`src/design/fat_boot_sector_geometry_assert.svh`:
```
// Assertion macros shared by the geometry block.
`ifndef FAT_BOOT_SECTOR_GEOMETRY_ASSERT_SVH
`define FAT_BOOT_SECTOR_GEOMETRY_ASSERT_SVH

// Same-cycle implication.
`define FBSG_ASSERT_NOW(label, clk, rst, ante, cons) \
   label: assert property (@(posedge clk) disable iff (rst) (ante) |-> (cons)) \
      else $error("fat_boot_sector_geometry: same-cycle check failed");

// Next-cycle implication.
`define FBSG_ASSERT_NEXT(label, clk, rst, ante, cons) \
   label: assert property (@(posedge clk) disable iff (rst) (ante) |=> (cons)) \
      else $error("fat_boot_sector_geometry: next-cycle check failed");

`endif

```
`src/design/fbsg_pkg.sv`:
```
`default_nettype none

package fbsg_pkg;

   localparam int SECTOR_BYTES = 512;
   localparam int POS_W        = $clog2(SECTOR_BYTES);

   localparam logic [7:0] JUMP_SHORT = 8'hEB;
   localparam logic [7:0] JUMP_NEAR  = 8'hE9;

   localparam logic [POS_W-1:0] OFS_BPS      = POS_W'(16'h000B);
   localparam logic [POS_W-1:0] OFS_SPC      = POS_W'(16'h000D);
   localparam logic [POS_W-1:0] OFS_RSVD     = POS_W'(16'h000E);
   localparam logic [POS_W-1:0] OFS_NFAT     = POS_W'(16'h0010);
   localparam logic [POS_W-1:0] OFS_ROOTENT  = POS_W'(16'h0011);
   localparam logic [POS_W-1:0] OFS_TOT16    = POS_W'(16'h0013);
   localparam logic [POS_W-1:0] OFS_FAT16    = POS_W'(16'h0016);
   localparam logic [POS_W-1:0] OFS_TOT32    = POS_W'(16'h0020);
   localparam logic [POS_W-1:0] OFS_FAT32    = POS_W'(16'h0024);
   localparam logic [POS_W-1:0] OFS_ROOTCLUS = POS_W'(16'h002C);
   localparam logic [POS_W-1:0] OFS_PART     = POS_W'(16'h01C6);

   localparam logic [31:0] FAT32_MIN_CLUSTERS = 32'd65525;

   localparam logic [1:0] STATUS_OK        = 2'd0;
   localparam logic [1:0] STATUS_REDIRECT  = 2'd1;
   localparam logic [1:0] STATUS_NOT_FOUND = 2'd2;

   typedef struct packed {
      logic [7:0] sector_byte;
      logic       last_byte;
   } fbsg_req_type;

   typedef struct packed {
      logic [1:0]  status;
      logic [31:0] partition_sector;
      logic        fat_is_32;
      logic [15:0] bytes_per_sector;
      logic [7:0]  sectors_per_cluster;
      logic [31:0] fat_start_sector;
      logic [31:0] first_data_sector;
      logic [31:0] root_first_sector;
      logic [31:0] root_dir_sectors;
      logic [31:0] cluster_count;
   } fbsg_rsp_type;

   typedef struct packed {
      logic        start;
      logic [31:0] dividend;
      logic [31:0] divisor;
   } fbsg_div_req_type;

endpackage

`default_nettype wire

```
`src/design/fbsg_div.sv`:
```
`default_nettype none

// Restoring divider, one quotient bit per cycle.
module fbsg_div (
   input  wire logic                      clock,
   input  wire logic                      reset,
   input  wire fbsg_pkg::fbsg_div_req_type div_req,
   output logic                           done,
   output logic [31:0]                    quotient
);

   logic        busy_ff;
   logic        done_ff;
   logic [4:0]  count_ff;
   logic [31:0] rem_ff;
   logic [31:0] quo_ff;
   logic [31:0] divisor_ff;
   logic [32:0] rem_shift;
   logic [32:0] rem_diff;

   assign rem_shift = {rem_ff, quo_ff[31]};
   assign rem_diff  = rem_shift - {1'b0, divisor_ff};

   always_ff @(posedge clock) begin
      if (reset) begin
         busy_ff  <= 1'b0;
         done_ff  <= 1'b0;
         count_ff <= '0;
      end else begin
         done_ff <= 1'b0;
         if (div_req.start) begin
            busy_ff  <= 1'b1;
            count_ff <= '0;
         end else if (busy_ff) begin
            count_ff <= count_ff + 5'd1;
            if (count_ff == 5'd31) begin
               busy_ff <= 1'b0;
               done_ff <= 1'b1;
            end
         end
      end
   end

   always_ff @(posedge clock) begin
      if (div_req.start) begin
         rem_ff     <= '0;
         quo_ff     <= div_req.dividend;
         divisor_ff <= div_req.divisor;
      end else if (busy_ff) begin
         if (!rem_diff[32]) begin
            rem_ff <= rem_diff[31:0];
            quo_ff <= {quo_ff[30:0], 1'b1};
         end else begin
            rem_ff <= rem_shift[31:0];
            quo_ff <= {quo_ff[30:0], 1'b0};
         end
      end
   end

   assign done     = done_ff;
   assign quotient = quo_ff;

endmodule

`default_nettype wire

```
`src/design/fat_boot_sector_geometry.sv`:
```
// Sector bytes enter one per cycle on start while busy is low. A byte with last_byte set
// closes the sector: busy then rises. A master boot record, a second miss or a boot
// sector with a zero sector or cluster size is answered from S_CHECK; a valid one goes
// on through S_RDS, S_USED, S_CLUS_GO, S_CLUS, S_ROOT and S_EMIT, using the one
// bit-serial divider twice (root directory sectors, then cluster count). Each answer is
// on rsp_data with rsp_strobe high for one cycle as busy falls; it cannot be stalled.
`default_nettype none

`include "fat_boot_sector_geometry_assert.svh"

module fat_boot_sector_geometry (
   input  wire logic                  clock,
   input  wire logic                  reset,
   input  wire logic                  start,
   output logic                       busy,
   input  wire fbsg_pkg::fbsg_req_type req_data,
   output logic                       rsp_strobe,
   output fbsg_pkg::fbsg_rsp_type     rsp_data
);

   typedef enum logic [2:0] {
      S_IDLE, S_CHECK, S_RDS, S_USED, S_CLUS_GO, S_CLUS, S_ROOT, S_EMIT
   } state_type;

   state_type state_ff;

   logic [fbsg_pkg::POS_W-1:0] pos_ff;
   logic [fbsg_pkg::POS_W-1:0] pos_in;
   logic [7:0]  jump_ff;
   logic [15:0] bps_ff;
   logic [7:0]  spc_ff;
   logic [15:0] rsvd_ff;
   logic [7:0]  nfat_ff;
   logic [15:0] rootent_ff;
   logic [15:0] tot16_ff;
   logic [15:0] fat16_ff;
   logic [31:0] tot32_ff;
   logic [31:0] fat32_ff;
   logic [31:0] rootclus_ff;
   logic [31:0] part_ff;
   logic        redirect_ff;
   logic [31:0] base_ff;

   logic [31:0] fats_ff;
   logic [31:0] rds_ff;
   logic [31:0] rf_ff;
   logic [31:0] used_ff;
   logic [31:0] rootf16_ff;
   logic [31:0] fstart_ff;
   logic [31:0] fdata_ff;
   logic [31:0] clus_ff;
   logic [31:0] prod_ff;
   logic        strobe_ff;
   fbsg_pkg::fbsg_rsp_type rsp_ff;

   logic        accept;
   logic        boot;
   logic        div_ok;
   logic [31:0] base_use;
   logic [31:0] fsz;
   logic [31:0] tot;
   logic        is32;
   logic        div_done;
   logic [31:0] div_quo;
   fbsg_pkg::fbsg_div_req_type div_req;

   assign accept   = start && !busy;
   assign boot     = (jump_ff == fbsg_pkg::JUMP_SHORT) || (jump_ff == fbsg_pkg::JUMP_NEAR);
   assign div_ok   = (bps_ff != 16'd0) && (spc_ff != 8'd0);
   assign base_use = redirect_ff ? base_ff : 32'd0;
   assign fsz      = (fat16_ff != 16'd0) ? {16'd0, fat16_ff} : fat32_ff;
   assign tot      = (tot16_ff != 16'd0) ? {16'd0, tot16_ff} : tot32_ff;
   assign is32     = clus_ff >= fbsg_pkg::FAT32_MIN_CLUSTERS;

   always_comb begin
      div_req.start    = 1'b0;
      div_req.dividend = {11'd0, rootent_ff, 5'd0} + {16'd0, bps_ff} - 32'd1;
      div_req.divisor  = {16'd0, bps_ff};
      if (state_ff == S_CHECK) begin
         div_req.start = boot && div_ok;
      end else if (state_ff == S_CLUS_GO) begin
         div_req.start    = 1'b1;
         div_req.dividend = tot - used_ff;
         div_req.divisor  = {24'd0, spc_ff};
      end
   end

   fbsg_div u_div (
      .clock    (clock),
      .reset    (reset),
      .div_req  (div_req),
      .done     (div_done),
      .quotient (div_quo)
   );

   // wrap at the sector size, restart after the final byte
   always_comb begin
      if (req_data.last_byte || pos_ff == fbsg_pkg::POS_W'(fbsg_pkg::SECTOR_BYTES - 1)) begin
         pos_in = '0;
      end else begin
         pos_in = pos_ff + 1'b1;
      end
   end

   always_ff @(posedge clock) begin
      if (reset) begin
         pos_ff      <= '0;
         jump_ff     <= '0;
         bps_ff      <= '0;
         spc_ff      <= '0;
         rsvd_ff     <= '0;
         nfat_ff     <= '0;
         rootent_ff  <= '0;
         tot16_ff    <= '0;
         fat16_ff    <= '0;
         tot32_ff    <= '0;
         fat32_ff    <= '0;
         rootclus_ff <= '0;
         part_ff     <= '0;
      end else if (accept) begin
         pos_ff <= pos_in;
         if (pos_ff == '0) jump_ff <= req_data.sector_byte;
         if (pos_ff == fbsg_pkg::OFS_SPC) spc_ff <= req_data.sector_byte;
         if (pos_ff == fbsg_pkg::OFS_NFAT) nfat_ff <= req_data.sector_byte;
         for (int i = 0; i < 2; i++) begin
            if (pos_ff == fbsg_pkg::OFS_BPS + fbsg_pkg::POS_W'(i))
               bps_ff[i*8 +: 8] <= req_data.sector_byte;
            if (pos_ff == fbsg_pkg::OFS_RSVD + fbsg_pkg::POS_W'(i))
               rsvd_ff[i*8 +: 8] <= req_data.sector_byte;
            if (pos_ff == fbsg_pkg::OFS_ROOTENT + fbsg_pkg::POS_W'(i))
               rootent_ff[i*8 +: 8] <= req_data.sector_byte;
            if (pos_ff == fbsg_pkg::OFS_TOT16 + fbsg_pkg::POS_W'(i))
               tot16_ff[i*8 +: 8] <= req_data.sector_byte;
            if (pos_ff == fbsg_pkg::OFS_FAT16 + fbsg_pkg::POS_W'(i))
               fat16_ff[i*8 +: 8] <= req_data.sector_byte;
         end
         for (int i = 0; i < 4; i++) begin
            if (pos_ff == fbsg_pkg::OFS_TOT32 + fbsg_pkg::POS_W'(i))
               tot32_ff[i*8 +: 8] <= req_data.sector_byte;
            if (pos_ff == fbsg_pkg::OFS_FAT32 + fbsg_pkg::POS_W'(i))
               fat32_ff[i*8 +: 8] <= req_data.sector_byte;
            if (pos_ff == fbsg_pkg::OFS_ROOTCLUS + fbsg_pkg::POS_W'(i))
               rootclus_ff[i*8 +: 8] <= req_data.sector_byte;
            if (pos_ff == fbsg_pkg::OFS_PART + fbsg_pkg::POS_W'(i))
               part_ff[i*8 +: 8] <= req_data.sector_byte;
         end
      end
   end

   always_ff @(posedge clock) begin
      if (reset) begin
         state_ff    <= S_IDLE;
         redirect_ff <= 1'b0;
         base_ff     <= '0;
         strobe_ff   <= 1'b0;
      end else begin
         strobe_ff <= 1'b0;
         case (state_ff)
            S_IDLE: begin
               if (accept && req_data.last_byte) state_ff <= S_CHECK;
            end
            S_CHECK: begin
               rsp_ff  <= '0;
               fats_ff <= {24'd0, nfat_ff} * fsz;
               if (!boot) begin
                  strobe_ff <= 1'b1;
                  state_ff  <= S_IDLE;
                  if (redirect_ff) begin
                     redirect_ff   <= 1'b0;
                     base_ff       <= '0;
                     rsp_ff.status <= fbsg_pkg::STATUS_NOT_FOUND;
                  end else begin
                     redirect_ff             <= 1'b1;
                     base_ff                 <= part_ff;
                     rsp_ff.status           <= fbsg_pkg::STATUS_REDIRECT;
                     rsp_ff.partition_sector <= part_ff;
                  end
               end else begin
                  redirect_ff <= 1'b0;
                  base_ff     <= base_use;
                  if (!div_ok) begin
                     strobe_ff     <= 1'b1;
                     rsp_ff.status <= fbsg_pkg::STATUS_NOT_FOUND;
                     state_ff      <= S_IDLE;
                  end else begin
                     state_ff <= S_RDS;
                  end
               end
            end
            S_RDS: begin
               if (div_done) begin
                  rds_ff   <= div_quo;
                  rf_ff    <= {16'd0, rsvd_ff} + fats_ff;
                  state_ff <= S_USED;
               end
            end
            S_USED: begin
               used_ff    <= rf_ff + rds_ff;
               rootf16_ff <= rf_ff + base_ff;
               fstart_ff  <= {16'd0, rsvd_ff} + base_ff;
               state_ff   <= S_CLUS_GO;
            end
            S_CLUS_GO: begin
               fdata_ff <= used_ff + base_ff;
               state_ff <= S_CLUS;
            end
            S_CLUS: begin
               if (div_done) begin
                  clus_ff  <= div_quo;
                  state_ff <= S_ROOT;
               end
            end
            S_ROOT: begin
               prod_ff  <= (rootclus_ff - 32'd2) * {24'd0, spc_ff};
               state_ff <= S_EMIT;
            end
            S_EMIT: begin
               rsp_ff.status              <= fbsg_pkg::STATUS_OK;
               rsp_ff.partition_sector    <= base_ff;
               rsp_ff.fat_is_32           <= is32;
               rsp_ff.bytes_per_sector    <= bps_ff;
               rsp_ff.sectors_per_cluster <= spc_ff;
               rsp_ff.fat_start_sector    <= fstart_ff;
               rsp_ff.first_data_sector   <= fdata_ff;
               rsp_ff.root_first_sector   <= is32 ? (prod_ff + fdata_ff) : rootf16_ff;
               rsp_ff.root_dir_sectors    <= rds_ff;
               rsp_ff.cluster_count       <= clus_ff;
               strobe_ff                  <= 1'b1;
               state_ff                   <= S_IDLE;
            end
            default: begin
               state_ff <= S_IDLE;
            end
         endcase
      end
   end

   assign busy       = state_ff != S_IDLE;
   assign rsp_strobe = strobe_ff;
   assign rsp_data   = rsp_ff;

   `FBSG_ASSERT_NEXT(a_strobe_single, clock, reset, rsp_strobe, !rsp_strobe)
   `FBSG_ASSERT_NOW(a_strobe_idle, clock, reset, rsp_strobe, !busy)
   `FBSG_ASSERT_NEXT(a_last_goes_busy, clock, reset, accept && req_data.last_byte, busy)
   `FBSG_ASSERT_NOW(a_redirect_marks, clock, reset,
      rsp_strobe && rsp_data.status == fbsg_pkg::STATUS_REDIRECT, redirect_ff)

endmodule

`default_nettype wire

```
`config.mk`:
```
export PLATFORM = sky130hd
export DESIGN_NAME = fat_boot_sector_geometry
export DESIGN_NICKNAME = d
export VERILOG_FILES = /design/src/design/fbsg_pkg.sv /design/src/design/fbsg_div.sv /design/src/design/fat_boot_sector_geometry.sv
export VERILOG_INCLUDE_DIRS = /design/src /design/src/design
export SDC_FILE = /design/constraint.sdc
export NUM_CORES = 2
export LEC_CHECK = 0
export BUFFER_PORTS_ARGS = -buffer_cell sky130_fd_sc_hd__buf_4
export CAP_MARGIN = 0
export CORE_MARGIN = 8
export CORE_UTILIZATION = 39
export CTS_CLUSTER_DIAMETER = 200
export DETAILED_ROUTE_END_ITERATION = 6
export GPL_ROUTABILITY_DRIVEN = 0
export GPL_TIMING_DRIVEN = 0
export SYNTH_ARGS = -nofsm -noshare
export SYNTH_HDL_FRONTEND = slang
export SYNTH_SLANG_ARGS = --single-unit
```
`constraint.sdc`:
```
create_clock -name clock -period 20.8 [get_ports clock]
set_clock_uncertainty 0.1 [all_clocks]
set_input_delay 5.2 -clock clock [delete_from_list [all_inputs] [get_ports clock]]
set_output_delay 5.2 -clock clock [all_outputs]
set_load 0.01 [all_outputs]
```
==> metrics <==
status complete, no violations; Syn Nets 6256; Die W 398 um; post-synth cell types 83; crit-path max cell delay 0.64 ns; hold_buf cts 0; Slowest-stage cell, CP xnor2_1; max reg flops 219; final hold vios 0; #FFs+latches synth 871; Residual DRC 0; top-area cell type share of the netlist area 29.3%; layout cells sized above 1 7.60%; final setup TNS 0 ns; Via-to-Cell Ratio 5.34; critical path class reg2reg; Final min period 8.13 ns; crit path launch rootclus_ff[1]; final setup fails 0; Synth Warn # 0; Longest Clk Path Bufs 3; fin nets 6616; leakage power 27.6 nW; CTS buffer count 97; ANT nets after route 0; Std-Cell Rows 140; antenna violations before repair 8; Post-Syn Area 56900 sq um; Top FF cell, synth edfxtp_1; Tcrit/Tclk final 39.1%; worst setup path end prod_ff[31]; power density over the cells 58.6 nW/um^2; io pins 233; vias in the first global route 41800; Setup crit start kind flip-flop; Finished Core Util 44.5%; Fin Hold WS 0.390 ns; R2R Path End prod_ff[31]; drt total wl 178 mm; DR iter-0 viols 3751; critical path's most frequent cell fa_1; Post-CTS Setup Inserts 0; Clock Sinks 871; Crit. End Element flip-flop; Initial Utilization 39.2%; CTS H-tree depth 3; total power 3.79 mW; Vias 42500; Core ar. 145000 sq um; Post-DP HPWL 142 mm; fin. max-slew vios 0; Mean Syn Cell Area 10.2 sq um; Finished Layout Cells 7959; critical path depth 23; worst-margin pin slew 1.35 ns; worst relative slew slack 9.79%; CTS tree yes; Post-Syn Instances 5598; cell taking the most area after synthesis edfxtp_1; Skew-Pair Late Insertion Delay 0.72 ns; # resized after CTS 0; Reg2Reg Setup Slack 12.67 ns; Hold Crit Class reg2reg; CP required 21.15 ns; Tot GR Track Use 21.8%; total grt overflow 0; placed insts 7775; critical path, cell by cell clkbuf_1 > inv_1 > ha_1 > nor4b_4 > nand3_2 > or3_1 > xnor2_1 > and2_1 > fa_1 > fa_1 > fa_1 > fa_1 > ha_1 > a21o_1 > a21o_1 > a21oi_1 > inv_1 > a2111oi_0 > a21oi_1 > a41o_1 > o41ai_1 > o21ai_0 > xnor2_1; Port Buffers 224; Synth area leaders edfxtp_1, fa_1, dfxtp_1, ha_1, mux2i_1; max_cap viols 0; wire per inst 22.4 um; Max Freq 123 MHz; root buffer cell clkbuf_16; largest net degree at the start of global routing 34; Worst Path Max Fanout 10; top post-synthesis cells by count edfxtp_1, nor2_1, inv_1, nand2_1, ha_1; sequential-to-total area share from yosys stat 40.4%; maximum VDD drop 0.0615 mV; RSZ-0062 raised after global routing false; area grow syn2layout 13.7%; RR Startpoint rootclus_ff[1]; die height 398 um; critical path's top delay family adder cells; die area 158000 sq um; first-pass GRT wire length 262 mm; CP Buf/Inv Count 3; worst reg2reg path depth 23; Post-synth EDFFs 555; fraction of registers with async set/reset 0%; First-pass DRT Iterations 6; top-count cell post-synth edfxtp_1; clk slew on worst S/H paths 0.06 ns; critical path arrival 8.47 ns
## kinds of logic after synthesis
logic type	Yosys count	share of synthesized area, %
AOI/OAI and AO/OA	901	10.1
xor gates and xnor gates	333	5.15
adders and majority gates	646	18.4
buffers and inverters	736	4.86
DFF	871	40.4
muxes	261	4.59
and+or+nand+nor	1850	16.5
## cell type report
class / count / area, sq um
fill: 13600 / 80500
multi-input combinational: 3991 / 31200
sequential: 871 / 23000
clock buffer: 129 / 2690
tap: 1917 / 2400
timing repair buffer: 261 / 2170
inverter: 517 / 1940
buffer: 219 / 823
clock inverter: 51 / 474
antenna: 3 / 7.51
## metrics by stage
step	setup WS [ns]	area (sq um)
floorplan	3.73	56900
global placement	-2.70	61000
detailed placement	12.63	61500
CTS	12.72	64700
global route	12.23	64700
finish	12.67	64700
## power by group
group | leakage [nW] | internal (mW) | switching [mW]
registers | 7.60 | 1.85 | 0.0271
clock network | 1.54 | 0.958 | 0.761
logic | 18.4 | 0.0731 | 0.118
## layout by cell type (no fill, tap or decap), drive strengths merged, types with 12 or more instances in the layout
master | Yosys | final
ha | 325 | 325
o211ai | 19 | 19
xnor2 | 216 | 216
dfxtp | 316 | 316
a31oi | 32 | 32
nand4 | 33 | 33
buf | 19 | 279
or2 | 12 | 12
a22oi | 13 | 13
and3 | 76 | 76
a211oi | 47 | 47
edfxtp | 555 | 555
o21a | 41 | 41
o21bai | 27 | 27
nor2 | 523 | 523
nor2b | 249 | 249
nand2b | 117 | 117
xor2 | 117 | 117
a21boi | 16 | 16
a21o | 114 | 114
nand3 | 82 | 82
clkbuf | 200 | 329
clkinv | 1 | 36
nor4 | 41 | 41
mux2i | 261 | 261
or3 | 32 | 32
o21ai | 193 | 193
inv | 516 | 524
fa | 321 | 321
nand2 | 355 | 355
a22o | 22 | 22
and2 | 208 | 208
a21oi | 275 | 275
o31ai | 14 | 14
nor3 | 73 | 73
## metal layers
layer / GRT usage (%) / vias to the layer above / routed length, um
met5: 0 / - / 41
met4: 8.54 / 6 / 7300
met3: 3.21 / 292 / 12300
met2: 35.7 / 1462 / 81900
met1: 29.2 / 20900 / 76900
li1: - / 19900 / -
## how the worst min path moves through the flow
stage / startpoint / to / slack [ns] / cells after the start
2_1_floorplan: u_div.quotient[11] / clus_ff[11] / 0.34 / 0
3_3_place_gp: tot32_ff[18] / tot32_ff[18] / 0.36 / 2
3_5_place_dp: tot32_ff[16] / tot32_ff[16] / 0.37 / 2
4_1_cts: jump_ff[5] / jump_ff[5] / 0.39 / 2
5_1_grt: u_div.quotient[3] / clus_ff[3] / 0.40 / 0
6_report: u_div.quotient[5] / clus_ff[5] / 0.39 / 0
(Power assumes the default switching activity.)
